$ cat config.mk
export PLATFORM = sky130hd
export DESIGN_NAME = peak_level_meter_db_decay_unit_flat
export DESIGN_NICKNAME = d
export VERILOG_FILES = /design/src/plmd_pkg.sv /design/src/plmd_if.sv /design/src/plmd_mul.sv /design/src/peak_level_meter_db_decay_unit.sv /design/src/flat_wrapper.sv
export SDC_FILE = /design/constraint.sdc
export NUM_CORES = 2
export LEC_CHECK = 0
export ABC_AREA = 0
export BUFFER_PORTS_ARGS = -buffer_cell sky130_fd_sc_hd__clkbuf_2
export CAP_MARGIN = 10
export CELL_PAD_IN_SITES_DETAIL_PLACEMENT = 1
export CELL_PAD_IN_SITES_GLOBAL_PLACEMENT = 2
export CORE_ASPECT_RATIO = 0.75
export CORE_UTILIZATION = 40
export CTS_BUF_LIST = sky130_fd_sc_hd__clkbuf_4 sky130_fd_sc_hd__clkbuf_8 sky130_fd_sc_hd__clkbuf_16
export CTS_CLUSTER_SIZE = 24
export DETAILED_ROUTE_END_ITERATION = 8
export PLACE_DENSITY_LB_ADDON = 0.2
export SYNTH_ARGS = -nofsm -noshare
export SYNTH_HDL_FRONTEND = slang
export SYNTH_SLANG_ARGS = --single-unit
$ cat constraint.sdc
create_clock -name i_clk -period 8.48 [get_ports i_clk]
set_input_delay 0.848 -clock i_clk [delete_from_list [all_inputs] [get_ports i_clk]]
set_output_delay 0.848 -clock i_clk [all_outputs]
set_load 0.005 [all_outputs]
$ cat src/plmd_pkg.sv
`default_nettype none

package plmd_pkg;

    localparam int NUM_CHANNELS = 8;
    localparam int SAMPLE_BITS  = 24;

    localparam int CHAN_IDX_W = (NUM_CHANNELS > 1) ? $clog2(NUM_CHANNELS) : 1;
    localparam int CHAN_W     = 3;
    localparam int ACTIVE_W   = 4;
    localparam int DECAY_W    = 24;
    localparam int FRAMES_W   = 24;
    localparam int CFG_IDX_W  = 2;
    localparam int CFG_DATA_W = 24;
    localparam int LEVEL_DB_W = 17;

    localparam int MAX_OUT    = 8;
    localparam int MUL_W      = 32;
    localparam int PROD_W     = 2 * MUL_W;
    localparam int PAD_W      = MUL_W - SAMPLE_BITS;
    localparam int SHIFT_W    = 5;
    localparam int FRAC_BITS  = 24;
    localparam int ITER_W     = 5;
    localparam int OCT_W      = SHIFT_W + FRAC_BITS;
    localparam int DPROD_W    = FRAMES_W + DECAY_W;
    localparam int MAG_W      = 33;
    localparam int LEVEL_W    = 33;
    localparam int WORK_W     = 50;
    localparam int ROUND_POS  = 24;

    localparam logic [CFG_IDX_W-1:0] REG_ACTIVE_CHANNELS = CFG_IDX_W'(0);
    localparam logic [CFG_IDX_W-1:0] REG_DECAY_PER_FRAME = CFG_IDX_W'(1);

    localparam logic [ACTIVE_W-1:0] ACTIVE_RESET = ACTIVE_W'(2);
    localparam logic [DECAY_W-1:0]  DECAY_RESET  = DECAY_W'(4112);

    localparam logic [MUL_W-1:0]    DB_PER_OCTAVE_Q24 = MUL_W'(101008905);
    localparam logic [PROD_W-1:0]   ROUND_HALF        = PROD_W'(64'd1 << (ROUND_POS - 1));
    localparam logic signed [WORK_W-1:0] NEG_FLOOR_Q24 = -$signed(WORK_W'(64'd192 << 24));
    localparam logic [WORK_W-1:0]   Q88_HALF          = WORK_W'(32768);
    localparam logic [LEVEL_DB_W-1:0] SILENT_Q88      = LEVEL_DB_W'(49152);

    typedef enum logic [3:0] {
        ST_IDLE,
        ST_DECAY_MUL,
        ST_DECAY_GET,
        ST_LOAD,
        ST_NORM,
        ST_SQ_MUL,
        ST_SQ_GET,
        ST_OCTAVE,
        ST_SCALE_MUL,
        ST_ROUND,
        ST_MERGE,
        ST_FINAL
    } t_state;

    typedef enum logic [1:0] {
        MUL_SQUARE,
        MUL_SCALE,
        MUL_DECAY
    } t_mul_op;

    typedef struct packed {
        logic                en;
        t_mul_op             op;
        logic [MUL_W-1:0]    mant;
        logic [OCT_W-1:0]    octaves;
        logic [FRAMES_W-1:0] frames;
        logic [DECAY_W-1:0]  decay;
    } t_mul_req;

endpackage

`default_nettype wire

$ cat src/plmd_if.sv
`default_nettype none

interface plmd_in_if;
    logic                                    valid;
    logic                                    ready;
    logic                                    command;
    logic [plmd_pkg::CHAN_W-1:0]             channel;
    logic signed [plmd_pkg::SAMPLE_BITS-1:0] sample;
    logic                                    frame_end;

    modport source (output valid, command, channel, sample, frame_end, input ready);
    modport sink   (input valid, command, channel, sample, frame_end, output ready);
endinterface

interface plmd_out_if;
    logic                                   valid;
    logic                                   ready;
    logic [plmd_pkg::CHAN_W-1:0]            out_channel;
    logic signed [plmd_pkg::LEVEL_DB_W-1:0] level_db;
    logic                                   silent;
    logic                                   last;

    modport source (output valid, out_channel, level_db, silent, last, input ready);
    modport sink   (input valid, out_channel, level_db, silent, last, output ready);
endinterface

interface plmd_cfg_if;
    logic                                valid;
    logic                                ready;
    logic [plmd_pkg::CFG_IDX_W-1:0]      index;
    logic [plmd_pkg::CFG_DATA_W-1:0]     data;

    modport source (output valid, index, data, input ready);
    modport sink   (input valid, index, data, output ready);
endinterface

`default_nettype wire

$ cat src/plmd_mul.sv
`default_nettype none

module plmd_mul (
    input  wire logic                          i_clk,
    input  wire plmd_pkg::t_mul_req            i_req,
    output logic [plmd_pkg::PROD_W-1:0]        o_prod
);

    logic [plmd_pkg::MUL_W-1:0]  op_a;
    logic [plmd_pkg::MUL_W-1:0]  op_b;
    logic [plmd_pkg::PROD_W-1:0] r_prod;
    logic [plmd_pkg::PROD_W-1:0] n_prod;

    always_comb begin
        case (i_req.op)
            plmd_pkg::MUL_SQUARE: begin
                op_a = i_req.mant;
                op_b = i_req.mant;
            end
            plmd_pkg::MUL_SCALE: begin
                op_a = plmd_pkg::MUL_W'(i_req.octaves);
                op_b = plmd_pkg::DB_PER_OCTAVE_Q24;
            end
            plmd_pkg::MUL_DECAY: begin
                op_a = plmd_pkg::MUL_W'(i_req.frames);
                op_b = plmd_pkg::MUL_W'(i_req.decay);
            end
            default: begin
                op_a = '0;
                op_b = '0;
            end
        endcase
    end

    assign n_prod = plmd_pkg::PROD_W'(op_a) * plmd_pkg::PROD_W'(op_b);

    always_ff @(posedge i_clk) begin
        if (i_req.en) begin
            r_prod <= n_prod;
        end
    end

    assign o_prod = r_prod;

endmodule

`default_nettype wire

$ cat src/peak_level_meter_db_decay_unit.sv
// Channel   Direction  Carries
// i_in      sink       command, channel, sample, frame_end
// o_out     source     out_channel, level_db, silent, last
// i_cfg     sink       index, data (0 = active_channels, 1 = decay_per_frame)
//
// Samples may arrive in every cycle while no tick is being worked.
// A tick first forms the decay product on the shared multiplier; then, per reported channel,
// a zero peak goes straight to the result, while a non-zero peak runs the normalising shift,
// the squaring loop and the scaling on that multiplier, then the rounding and the merge.
// The input is not ready while a tick is being worked; the configuration port is always ready.
// A channel result waits in the output register while the sink stalls, and the walk waits too.
// Reset is synchronous and active low and clears all peaks, levels and the frame count.
`default_nettype none

module peak_level_meter_db_decay_unit (
    input  wire logic  i_clk,
    input  wire logic  i_rst_n,
    plmd_in_if.sink    i_in,
    plmd_out_if.source o_out,
    plmd_cfg_if.sink   i_cfg
);

    plmd_pkg::t_state r_state;
    plmd_pkg::t_state n_state;

    logic [plmd_pkg::ACTIVE_W-1:0]   r_active;
    logic [plmd_pkg::DECAY_W-1:0]    r_decay_rate;

    logic [plmd_pkg::SAMPLE_BITS-1:0]   r_peak   [plmd_pkg::NUM_CHANNELS];
    logic signed [plmd_pkg::LEVEL_W-1:0] r_level [plmd_pkg::NUM_CHANNELS];
    logic                               r_silent [plmd_pkg::NUM_CHANNELS];
    logic [plmd_pkg::FRAMES_W-1:0]      r_frames;

    logic [plmd_pkg::CHAN_IDX_W-1:0] r_ch;
    logic [plmd_pkg::CHAN_IDX_W-1:0] r_last_ch;
    logic [plmd_pkg::DPROD_W-1:0]    r_decay;
    logic [plmd_pkg::MUL_W-1:0]      r_m;
    logic [plmd_pkg::SHIFT_W-1:0]    r_shift;
    logic [plmd_pkg::ITER_W-1:0]     r_iter;
    logic [plmd_pkg::FRAC_BITS-1:0]  r_frac;
    logic [plmd_pkg::OCT_W-1:0]      r_oct;
    logic [plmd_pkg::MAG_W-1:0]      r_mag;
    logic signed [plmd_pkg::WORK_W-1:0] r_lvl;
    logic                            r_sil;

    logic                                   r_out_valid;
    logic [plmd_pkg::CHAN_W-1:0]            r_out_channel;
    logic signed [plmd_pkg::LEVEL_DB_W-1:0] r_out_level;
    logic                                   r_out_silent;
    logic                                   r_out_last;

    logic                          in_ready;
    logic                          out_free;
    logic                          out_load;
    plmd_pkg::t_mul_req            mul_req;
    logic [plmd_pkg::PROD_W-1:0]   prod;

    logic                               in_fire;
    logic [plmd_pkg::CHAN_IDX_W-1:0]    in_idx;
    logic [plmd_pkg::SAMPLE_BITS-1:0]   in_mag;
    logic [plmd_pkg::ACTIVE_W-1:0]      n_count;
    logic [plmd_pkg::MAG_W-1:0]         sq_top;
    logic [plmd_pkg::PROD_W-1:0]        rounded;
    logic signed [plmd_pkg::WORK_W-1:0] lvl_load;
    logic signed [plmd_pkg::WORK_W-1:0] merge_sum;
    logic signed [plmd_pkg::WORK_W-1:0] neg_mag;
    logic                               fin_sil;
    logic [plmd_pkg::WORK_W-1:0]        q_wide;
    logic [plmd_pkg::LEVEL_DB_W-1:0]    q_val;

    plmd_mul u_mul (
        .i_clk  (i_clk),
        .i_req  (mul_req),
        .o_prod (prod)
    );

    assign in_fire = i_in.valid && in_ready;
    assign in_idx  = plmd_pkg::CHAN_IDX_W'(i_in.channel);
    assign in_mag  = i_in.sample[plmd_pkg::SAMPLE_BITS-1]
                   ? plmd_pkg::SAMPLE_BITS'(0) - plmd_pkg::SAMPLE_BITS'(i_in.sample)
                   : plmd_pkg::SAMPLE_BITS'(i_in.sample);

    always_comb begin
        n_count = (r_active == '0) ? plmd_pkg::ACTIVE_W'(1) : r_active;
        if (32'(n_count) > plmd_pkg::NUM_CHANNELS) begin
            n_count = plmd_pkg::ACTIVE_W'(plmd_pkg::NUM_CHANNELS);
        end
        if (32'(n_count) > plmd_pkg::MAX_OUT) begin
            n_count = plmd_pkg::ACTIVE_W'(plmd_pkg::MAX_OUT);
        end
    end

    assign sq_top    = prod[plmd_pkg::PROD_W-1 -: plmd_pkg::MAG_W];
    assign rounded   = prod + plmd_pkg::ROUND_HALF;
    assign lvl_load  = r_silent[r_ch] ? plmd_pkg::WORK_W'(0)
                     : plmd_pkg::WORK_W'(r_level[r_ch])
                       - $signed(plmd_pkg::WORK_W'(r_decay));
    assign merge_sum = r_lvl + $signed(plmd_pkg::WORK_W'(r_mag));
    assign neg_mag   = plmd_pkg::WORK_W'(0) - $signed(plmd_pkg::WORK_W'(r_mag));
    assign fin_sil   = r_sil || (r_lvl <= plmd_pkg::NEG_FLOOR_Q24);
    assign q_wide    = plmd_pkg::Q88_HALF - plmd_pkg::WORK_W'(r_lvl);
    assign q_val     = fin_sil ? plmd_pkg::SILENT_Q88 : q_wide[16 +: plmd_pkg::LEVEL_DB_W];

    always_comb begin
        n_state = r_state;
        case (r_state)
            plmd_pkg::ST_IDLE: begin
                if (in_fire && i_in.command) begin
                    n_state = plmd_pkg::ST_DECAY_MUL;
                end
            end
            plmd_pkg::ST_DECAY_MUL: n_state = plmd_pkg::ST_DECAY_GET;
            plmd_pkg::ST_DECAY_GET: n_state = plmd_pkg::ST_LOAD;
            plmd_pkg::ST_LOAD: begin
                n_state = (r_peak[r_ch] == '0) ? plmd_pkg::ST_FINAL : plmd_pkg::ST_NORM;
            end
            plmd_pkg::ST_NORM: begin
                if (r_m[plmd_pkg::MUL_W-1]) begin
                    n_state = plmd_pkg::ST_SQ_MUL;
                end
            end
            plmd_pkg::ST_SQ_MUL: n_state = plmd_pkg::ST_SQ_GET;
            plmd_pkg::ST_SQ_GET: begin
                n_state = (r_iter == plmd_pkg::ITER_W'(plmd_pkg::FRAC_BITS - 1))
                        ? plmd_pkg::ST_OCTAVE : plmd_pkg::ST_SQ_MUL;
            end
            plmd_pkg::ST_OCTAVE:    n_state = plmd_pkg::ST_SCALE_MUL;
            plmd_pkg::ST_SCALE_MUL: n_state = plmd_pkg::ST_ROUND;
            plmd_pkg::ST_ROUND:     n_state = plmd_pkg::ST_MERGE;
            plmd_pkg::ST_MERGE:     n_state = plmd_pkg::ST_FINAL;
            plmd_pkg::ST_FINAL: begin
                if (out_free) begin
                    n_state = (r_ch == r_last_ch) ? plmd_pkg::ST_IDLE : plmd_pkg::ST_LOAD;
                end
            end
            default: n_state = plmd_pkg::ST_IDLE;
        endcase
    end

    always_comb begin
        in_ready        = (r_state == plmd_pkg::ST_IDLE);
        out_free        = !r_out_valid || o_out.ready;
        out_load        = (r_state == plmd_pkg::ST_FINAL) && out_free;
        mul_req.en      = 1'b0;
        mul_req.op      = plmd_pkg::MUL_SQUARE;
        mul_req.mant    = r_m;
        mul_req.octaves = r_oct;
        mul_req.frames  = r_frames;
        mul_req.decay   = r_decay_rate;
        case (r_state)
            plmd_pkg::ST_DECAY_MUL: begin
                mul_req.en = 1'b1;
                mul_req.op = plmd_pkg::MUL_DECAY;
            end
            plmd_pkg::ST_SQ_MUL: begin
                mul_req.en = 1'b1;
                mul_req.op = plmd_pkg::MUL_SQUARE;
            end
            plmd_pkg::ST_SCALE_MUL: begin
                mul_req.en = 1'b1;
                mul_req.op = plmd_pkg::MUL_SCALE;
            end
            default: begin
                mul_req.en = 1'b0;
            end
        endcase
    end

    always_ff @(posedge i_clk) begin
        if (!i_rst_n) begin
            r_state      <= plmd_pkg::ST_IDLE;
            r_active     <= plmd_pkg::ACTIVE_RESET;
            r_decay_rate <= plmd_pkg::DECAY_RESET;
            r_frames     <= '0;
            r_out_valid  <= 1'b0;
            r_ch         <= '0;
            r_last_ch    <= '0;
            for (int i = 0; i < plmd_pkg::NUM_CHANNELS; i++) begin
                r_peak[i]   <= '0;
                r_level[i]  <= '0;
                r_silent[i] <= 1'b1;
            end
        end else begin
            r_state <= n_state;

            if (i_cfg.valid) begin
                if (i_cfg.index == plmd_pkg::REG_ACTIVE_CHANNELS) begin
                    r_active <= i_cfg.data[plmd_pkg::ACTIVE_W-1:0];
                end else if (i_cfg.index == plmd_pkg::REG_DECAY_PER_FRAME) begin
                    r_decay_rate <= i_cfg.data[plmd_pkg::DECAY_W-1:0];
                end
            end

            if (out_load) begin
                r_out_valid <= 1'b1;
            end else if (o_out.ready) begin
                r_out_valid <= 1'b0;
            end

            case (r_state)
                plmd_pkg::ST_IDLE: begin
                    if (in_fire && !i_in.command) begin
                        if (32'(i_in.channel) < plmd_pkg::NUM_CHANNELS
                                && in_mag > r_peak[in_idx]) begin
                            r_peak[in_idx] <= in_mag;
                        end
                        if (i_in.frame_end && r_frames != '1) begin
                            r_frames <= r_frames + plmd_pkg::FRAMES_W'(1);
                        end
                    end
                    if (in_fire && i_in.command) begin
                        r_ch      <= '0;
                        r_last_ch <= plmd_pkg::CHAN_IDX_W'(n_count - plmd_pkg::ACTIVE_W'(1));
                    end
                end
                plmd_pkg::ST_FINAL: begin
                    if (out_free) begin
                        r_level[r_ch]  <= fin_sil ? plmd_pkg::LEVEL_W'(0)
                                                  : plmd_pkg::LEVEL_W'(r_lvl);
                        r_silent[r_ch] <= fin_sil;
                        if (r_ch == r_last_ch) begin
                            r_frames <= '0;
                            for (int i = 0; i < plmd_pkg::NUM_CHANNELS; i++) begin
                                r_peak[i] <= '0;
                            end
                        end else begin
                            r_ch <= r_ch + plmd_pkg::CHAN_IDX_W'(1);
                        end
                    end
                end
                default: begin
                end
            endcase
        end
    end

    always_ff @(posedge i_clk) begin
        case (r_state)
            plmd_pkg::ST_DECAY_GET: begin
                r_decay <= prod[plmd_pkg::DPROD_W-1:0];
            end
            plmd_pkg::ST_LOAD: begin
                r_m     <= plmd_pkg::MUL_W'(r_peak[r_ch]) << plmd_pkg::PAD_W;
                r_shift <= '0;
                r_iter  <= '0;
                r_frac  <= '0;
                r_lvl   <= lvl_load;
                r_sil   <= r_silent[r_ch];
            end
            plmd_pkg::ST_NORM: begin
                if (!r_m[plmd_pkg::MUL_W-1]) begin
                    r_m     <= r_m << 1;
                    r_shift <= r_shift + plmd_pkg::SHIFT_W'(1);
                end
            end
            plmd_pkg::ST_SQ_GET: begin
                r_m    <= sq_top[plmd_pkg::MAG_W-1] ? sq_top[plmd_pkg::MAG_W-1:1]
                                                    : sq_top[plmd_pkg::MUL_W-1:0];
                r_frac <= {r_frac[plmd_pkg::FRAC_BITS-2:0], sq_top[plmd_pkg::MAG_W-1]};
                r_iter <= r_iter + plmd_pkg::ITER_W'(1);
            end
            plmd_pkg::ST_OCTAVE: begin
                r_oct <= {r_shift, plmd_pkg::FRAC_BITS'(0)} - plmd_pkg::OCT_W'(r_frac);
            end
            plmd_pkg::ST_ROUND: begin
                r_mag <= rounded[plmd_pkg::ROUND_POS +: plmd_pkg::MAG_W];
            end
            plmd_pkg::ST_MERGE: begin
                if (r_sil || merge_sum[plmd_pkg::WORK_W-1]) begin
                    r_lvl <= neg_mag;
                end
                r_sil <= 1'b0;
            end
            plmd_pkg::ST_FINAL: begin
                if (out_free) begin
                    r_out_channel <= plmd_pkg::CHAN_W'(r_ch);
                    r_out_level   <= $signed(plmd_pkg::LEVEL_DB_W'(0) - q_val);
                    r_out_silent  <= fin_sil;
                    r_out_last    <= (r_ch == r_last_ch);
                end
            end
            default: begin
            end
        endcase
    end

    assign i_in.ready        = in_ready;
    assign i_cfg.ready       = 1'b1;
    assign o_out.valid       = r_out_valid;
    assign o_out.out_channel = r_out_channel;
    assign o_out.level_db    = r_out_level;
    assign o_out.silent      = r_out_silent;
    assign o_out.last        = r_out_last;

endmodule

`default_nettype wire

$ cat src/flat_wrapper.sv
// flat-port wrapper written by rule: the top's interface ports become plain ports
module peak_level_meter_db_decay_unit_flat 
  (i_clk, i_rst_n, i_in_valid, i_in_command, i_in_channel, i_in_sample, i_in_frame_end, i_in_ready, o_out_valid, o_out_out_channel, o_out_level_db, o_out_silent, o_out_last, o_out_ready, i_cfg_valid, i_cfg_index, i_cfg_data, i_cfg_ready);
  plmd_in_if i_in_i ();
  plmd_out_if o_out_i ();
  plmd_cfg_if i_cfg_i ();
  input  wire logic i_clk;
  input  wire logic i_rst_n;
  input wire logic [$bits(i_in_i.valid)-1:0] i_in_valid;
  input wire logic [$bits(i_in_i.command)-1:0] i_in_command;
  input wire logic [$bits(i_in_i.channel)-1:0] i_in_channel;
  input wire logic [$bits(i_in_i.sample)-1:0] i_in_sample;
  input wire logic [$bits(i_in_i.frame_end)-1:0] i_in_frame_end;
  output wire logic [$bits(i_in_i.ready)-1:0] i_in_ready;
  output wire logic [$bits(o_out_i.valid)-1:0] o_out_valid;
  output wire logic [$bits(o_out_i.out_channel)-1:0] o_out_out_channel;
  output wire logic [$bits(o_out_i.level_db)-1:0] o_out_level_db;
  output wire logic [$bits(o_out_i.silent)-1:0] o_out_silent;
  output wire logic [$bits(o_out_i.last)-1:0] o_out_last;
  input wire logic [$bits(o_out_i.ready)-1:0] o_out_ready;
  input wire logic [$bits(i_cfg_i.valid)-1:0] i_cfg_valid;
  input wire logic [$bits(i_cfg_i.index)-1:0] i_cfg_index;
  input wire logic [$bits(i_cfg_i.data)-1:0] i_cfg_data;
  output wire logic [$bits(i_cfg_i.ready)-1:0] i_cfg_ready;
  assign i_in_i.valid = i_in_valid;
  assign i_in_i.command = i_in_command;
  assign i_in_i.channel = i_in_channel;
  assign i_in_i.sample = i_in_sample;
  assign i_in_i.frame_end = i_in_frame_end;
  assign i_in_ready = i_in_i.ready;
  assign o_out_valid = o_out_i.valid;
  assign o_out_out_channel = o_out_i.out_channel;
  assign o_out_level_db = o_out_i.level_db;
  assign o_out_silent = o_out_i.silent;
  assign o_out_last = o_out_i.last;
  assign o_out_i.ready = o_out_ready;
  assign i_cfg_i.valid = i_cfg_valid;
  assign i_cfg_i.index = i_cfg_index;
  assign i_cfg_i.data = i_cfg_data;
  assign i_cfg_ready = i_cfg_i.ready;
  peak_level_meter_db_decay_unit u_core (.i_clk(i_clk), .i_rst_n(i_rst_n), .i_in(i_in_i), .o_out(o_out_i), .i_cfg(i_cfg_i));
endmodule
==> key figures <==
Synth
  • Netlist cell types: 85
  • Commonest cells post-synth: 1091 x inv_1, 894 x fa_1, 777 x edfxtp_1, 776 x nor2_1, 688 x nand2_1
  • Dominant synthesized flop cell: edfxtp_1
  • Most common cell in the netlist: inv_1
  • Post-Syn Area: 0.0758 mm^2
  • Seq/Total Area, Yosys: 32.5%
  • Flops & latches, synth: 843
  • Area leader, netlist: edfxtp_1
  • Syn_nets: 8621
  • Ys async rst share: 0%
  • Post-synth EDFFs: 777
  • Yosys top cell area share: 30.8%
  • Cells after Synth: 7293
  • Synthesized area per cell: 10.4 um^2
  • Syn. warnings: 0
  • Area contributors post-synth: edfxtp_1 31%, fa_1 24%, ha_1 6.2%, inv_1 5.4%, nor2_1 3.8%

STA
  • Final Hold Violating Endpoints: 0
  • Post-route worst setup slack: -0.239 ns
  • Setup-failing EPs final: 15
  • Setup Skew: 0.0359 ns
  • Tmin final: 8.72 ns
  • Worst-Margin Slew: 1.29 ns
  • Final worst path period share: 103%
  • Max Clock Freq: 115 MHz
  • Slew headroom: 13.1%
  • Max-slew violation count: 0
  • RSZ-0062 raised after global routing: true
  • Setup TNS: -1.59 ns

Drt
  • Average vias per placed instance: 5.65
  • Final WL: 290000 um
  • DR pass1 iterations: 9
  • Remaining antenna violation count: 0
  • DR vias: 58953
  • Remaining DRCs: 0
  • DRT iter0 DRCs: 5356
  • Wire per inst: 27.8 um

Worst setup path
  • Class of the most critical setup path: flop to flop
  • CP max stage delay: 0.56 ns
  • Slowest cell on the critical path: fa_1
  • Critical path data required time: 8.91 ns
  • R2R depth: 32
  • Arr. time, crit path: 9.15 ns
  • Worst Setup Start Kind: flop
  • Cell mode on critical path: fa_1
  • Crit. End Element: flop
  • Worst-path maximum fanout: 7

Clock tree
  • Clock slew at reported path FFs: 0.07 ns
  • Htree depth: 3
  • Clock root buffer: clkbuf_16
  • Clock latency on the worst-skew pair: 0.70 ns
  • CTS tree: built
  • Clock buffer depth: 3
  • Clock Sinks: 843
  • CTS Buf Count: 84

Run status
  • Status: finished with violations
  • Failing checks: setup timing

Floorplanning
  • Starting Density: 40.5%
  • Die height: 379 um
  • Die ar.: 0.191 mm^2
  • # IOs: 85
  • Std cell rows: 137
  • Chip width: 505 um
  • Core area: 0.187 mm^2

Placed design
  • GPL Wtd Cong: 0.956
  • Hpwl dp: 225000 um
  • PortBufs: 83
  • Dpl ws: -0.592 ns

Finish
  • Fin nets: 9187
  • Layout Area Growth over Synthesis: 18.8%
  • Filler cells: 20282
  • Fraction of layout cells with a size suffix above 1: 19.7%

GRT
  • Largest net degree at the start of global routing: 80
  • Global-route wire length before repair: 425000 um
  • Vias in the first global route: 62145
  • Tot GR Track Use: 30.3%
  • Initial antenna violation count: 10
  • Total gr overflow: 0

Min path
  • Hold Path Depth: 3
  • Hold Path Class: primary input to flop

Job
  • Max-Cap Viols: 0
[cells in the final DEF (no fill, tap or decap), types with 27 or more instances in the layout]
master / netlist / routed
xnor2_1: 128 / 128
edfxtp_1: 777 / 777
nand3_1: 91 / 83
nor2_1: 776 / 716
a22oi_1: 123 / 101
ha_1: 374 / 348
clkbuf_16: 0 / 89
nand2b_1: 57 / 54
buf_6: 1 / 34
fa_2: 0 / 58
nor2_2: 0 / 42
buf_4: 1 / 673
a21o_1: 87 / 87
a211oi_1: 209 / 207
mux2i_1: 60 / 60
fa_1: 894 / 836
mux2_2: 43 / 43
dfxtp_1: 66 / 59
and2_1: 273 / 260
xor2_1: 122 / 122
clkbuf_2: 0 / 83
o21ai_0: 116 / 94
mux4_2: 116 / 116
nand4_1: 56 / 56
a21boi_0: 29 / 28
a21oi_1: 138 / 121
buf_12: 0 / 111
inv_1: 1091 / 1078
and3_1: 74 / 67
nor3_1: 47 / 41
o22ai_1: 27 / 27
nand2_1: 688 / 670
[cells by family (layout without fill, tap and decap cells)]
group           count (synthesis)  after routing  share of synthesized area (%)
simple gates                 2219           2219                           13.4
buf+inv                      1530           2164                           7.61
fa+ha+maj                    1268           1268                           29.8
compound gates                963            963                           8.87
flops                         843            843                           32.5
xor+xnor                      250            250                           2.89
mux                           219            219                           4.88
other cells                     1              4                        0.00495
[through the flow]
step / cell area [um^2] / instances / hold WS [ns] / utilization (%)
global route: 90100 / 10430 / 0.386 / 48.2
global placement: 85000 / 10194 / 0.407 / 45.4
floorplan: 76000 / 7293 / 0.400 / -
CTS: 88900 / 10393 / 0.356 / 47.6
detailed placement: 85000 / 10194 / 0.405 / 45.4
finish: 90100 / 10432 / 0.401 / 48.2
[worst paths after layout]
path	start	to	slack [ns]
max	u_core.r_state[1]	u_core.u_mul.o_prod[60]	-0.24
min	i_cfg_data[20]	u_core.r_decay_rate[20]	0.40
max reg2reg	u_core.r_state[1]	u_core.u_mul.o_prod[60]	-0.24
min reg2reg	u_core.u_mul.o_prod[2]	u_core.r_decay[2]	0.42
[final cells by class]
cell class | instances | area [um^2] | area share, %
Antenna cell | 3 | 7.51 | 0.00833
Multi-Input combinational cell | 4920 | 47100 | 52.3
Timing Repair Buffer | 911 | 8270 | 9.17
Clock inverter | 59 | 574 | 0.637
Sequential cell | 843 | 24700 | 27.4
Clock buffer | 95 | 2220 | 2.46
Tap cell | 2502 | 3130 | 3.47
Inverter | 1099 | 4130 | 4.58
[flip-flops by register name, summed over array words and instances, names as in the netlist, 29 cells and up, named ones only]
register / cells
u_core.r_oct: 29
u_core.r_lvl: 50
u_core.r_decay: 48
u_core.r_mag: 33
u_core.u_mul.o_prod: 64
u_core.r_level: 264
u_core.r_peak: 192
u_core.r_m: 32
[layer usage]
layer	track usage (%)	wire length, um
met5	0	13
met4	6.78	6600
met3	4.55	21700
met2	46.2	128000
met1	45.2	134000
[critical path, delay by kind of cell (launching register included)]
family | cells | cell delay, ns
simple gates | 8 | 1.34
flops | 1 | 0.33
fa+ha+maj | 9 | 4.28
compound gates | 6 | 1.49
buf+inv | 9 | 0.94
[timing repair]
item                       in CTS  in global routing
cloned                          3                  3
setup endpoints to repair      31                 38
hold buffers                    0                  0
pin swaps                      70                 88
resized for setup             186                199
buffers inserted               43                 37
Power is left out: the tool's default activity adds up to more than one toggle a clock period on the data nets, which glitch-free logic cannot reach.
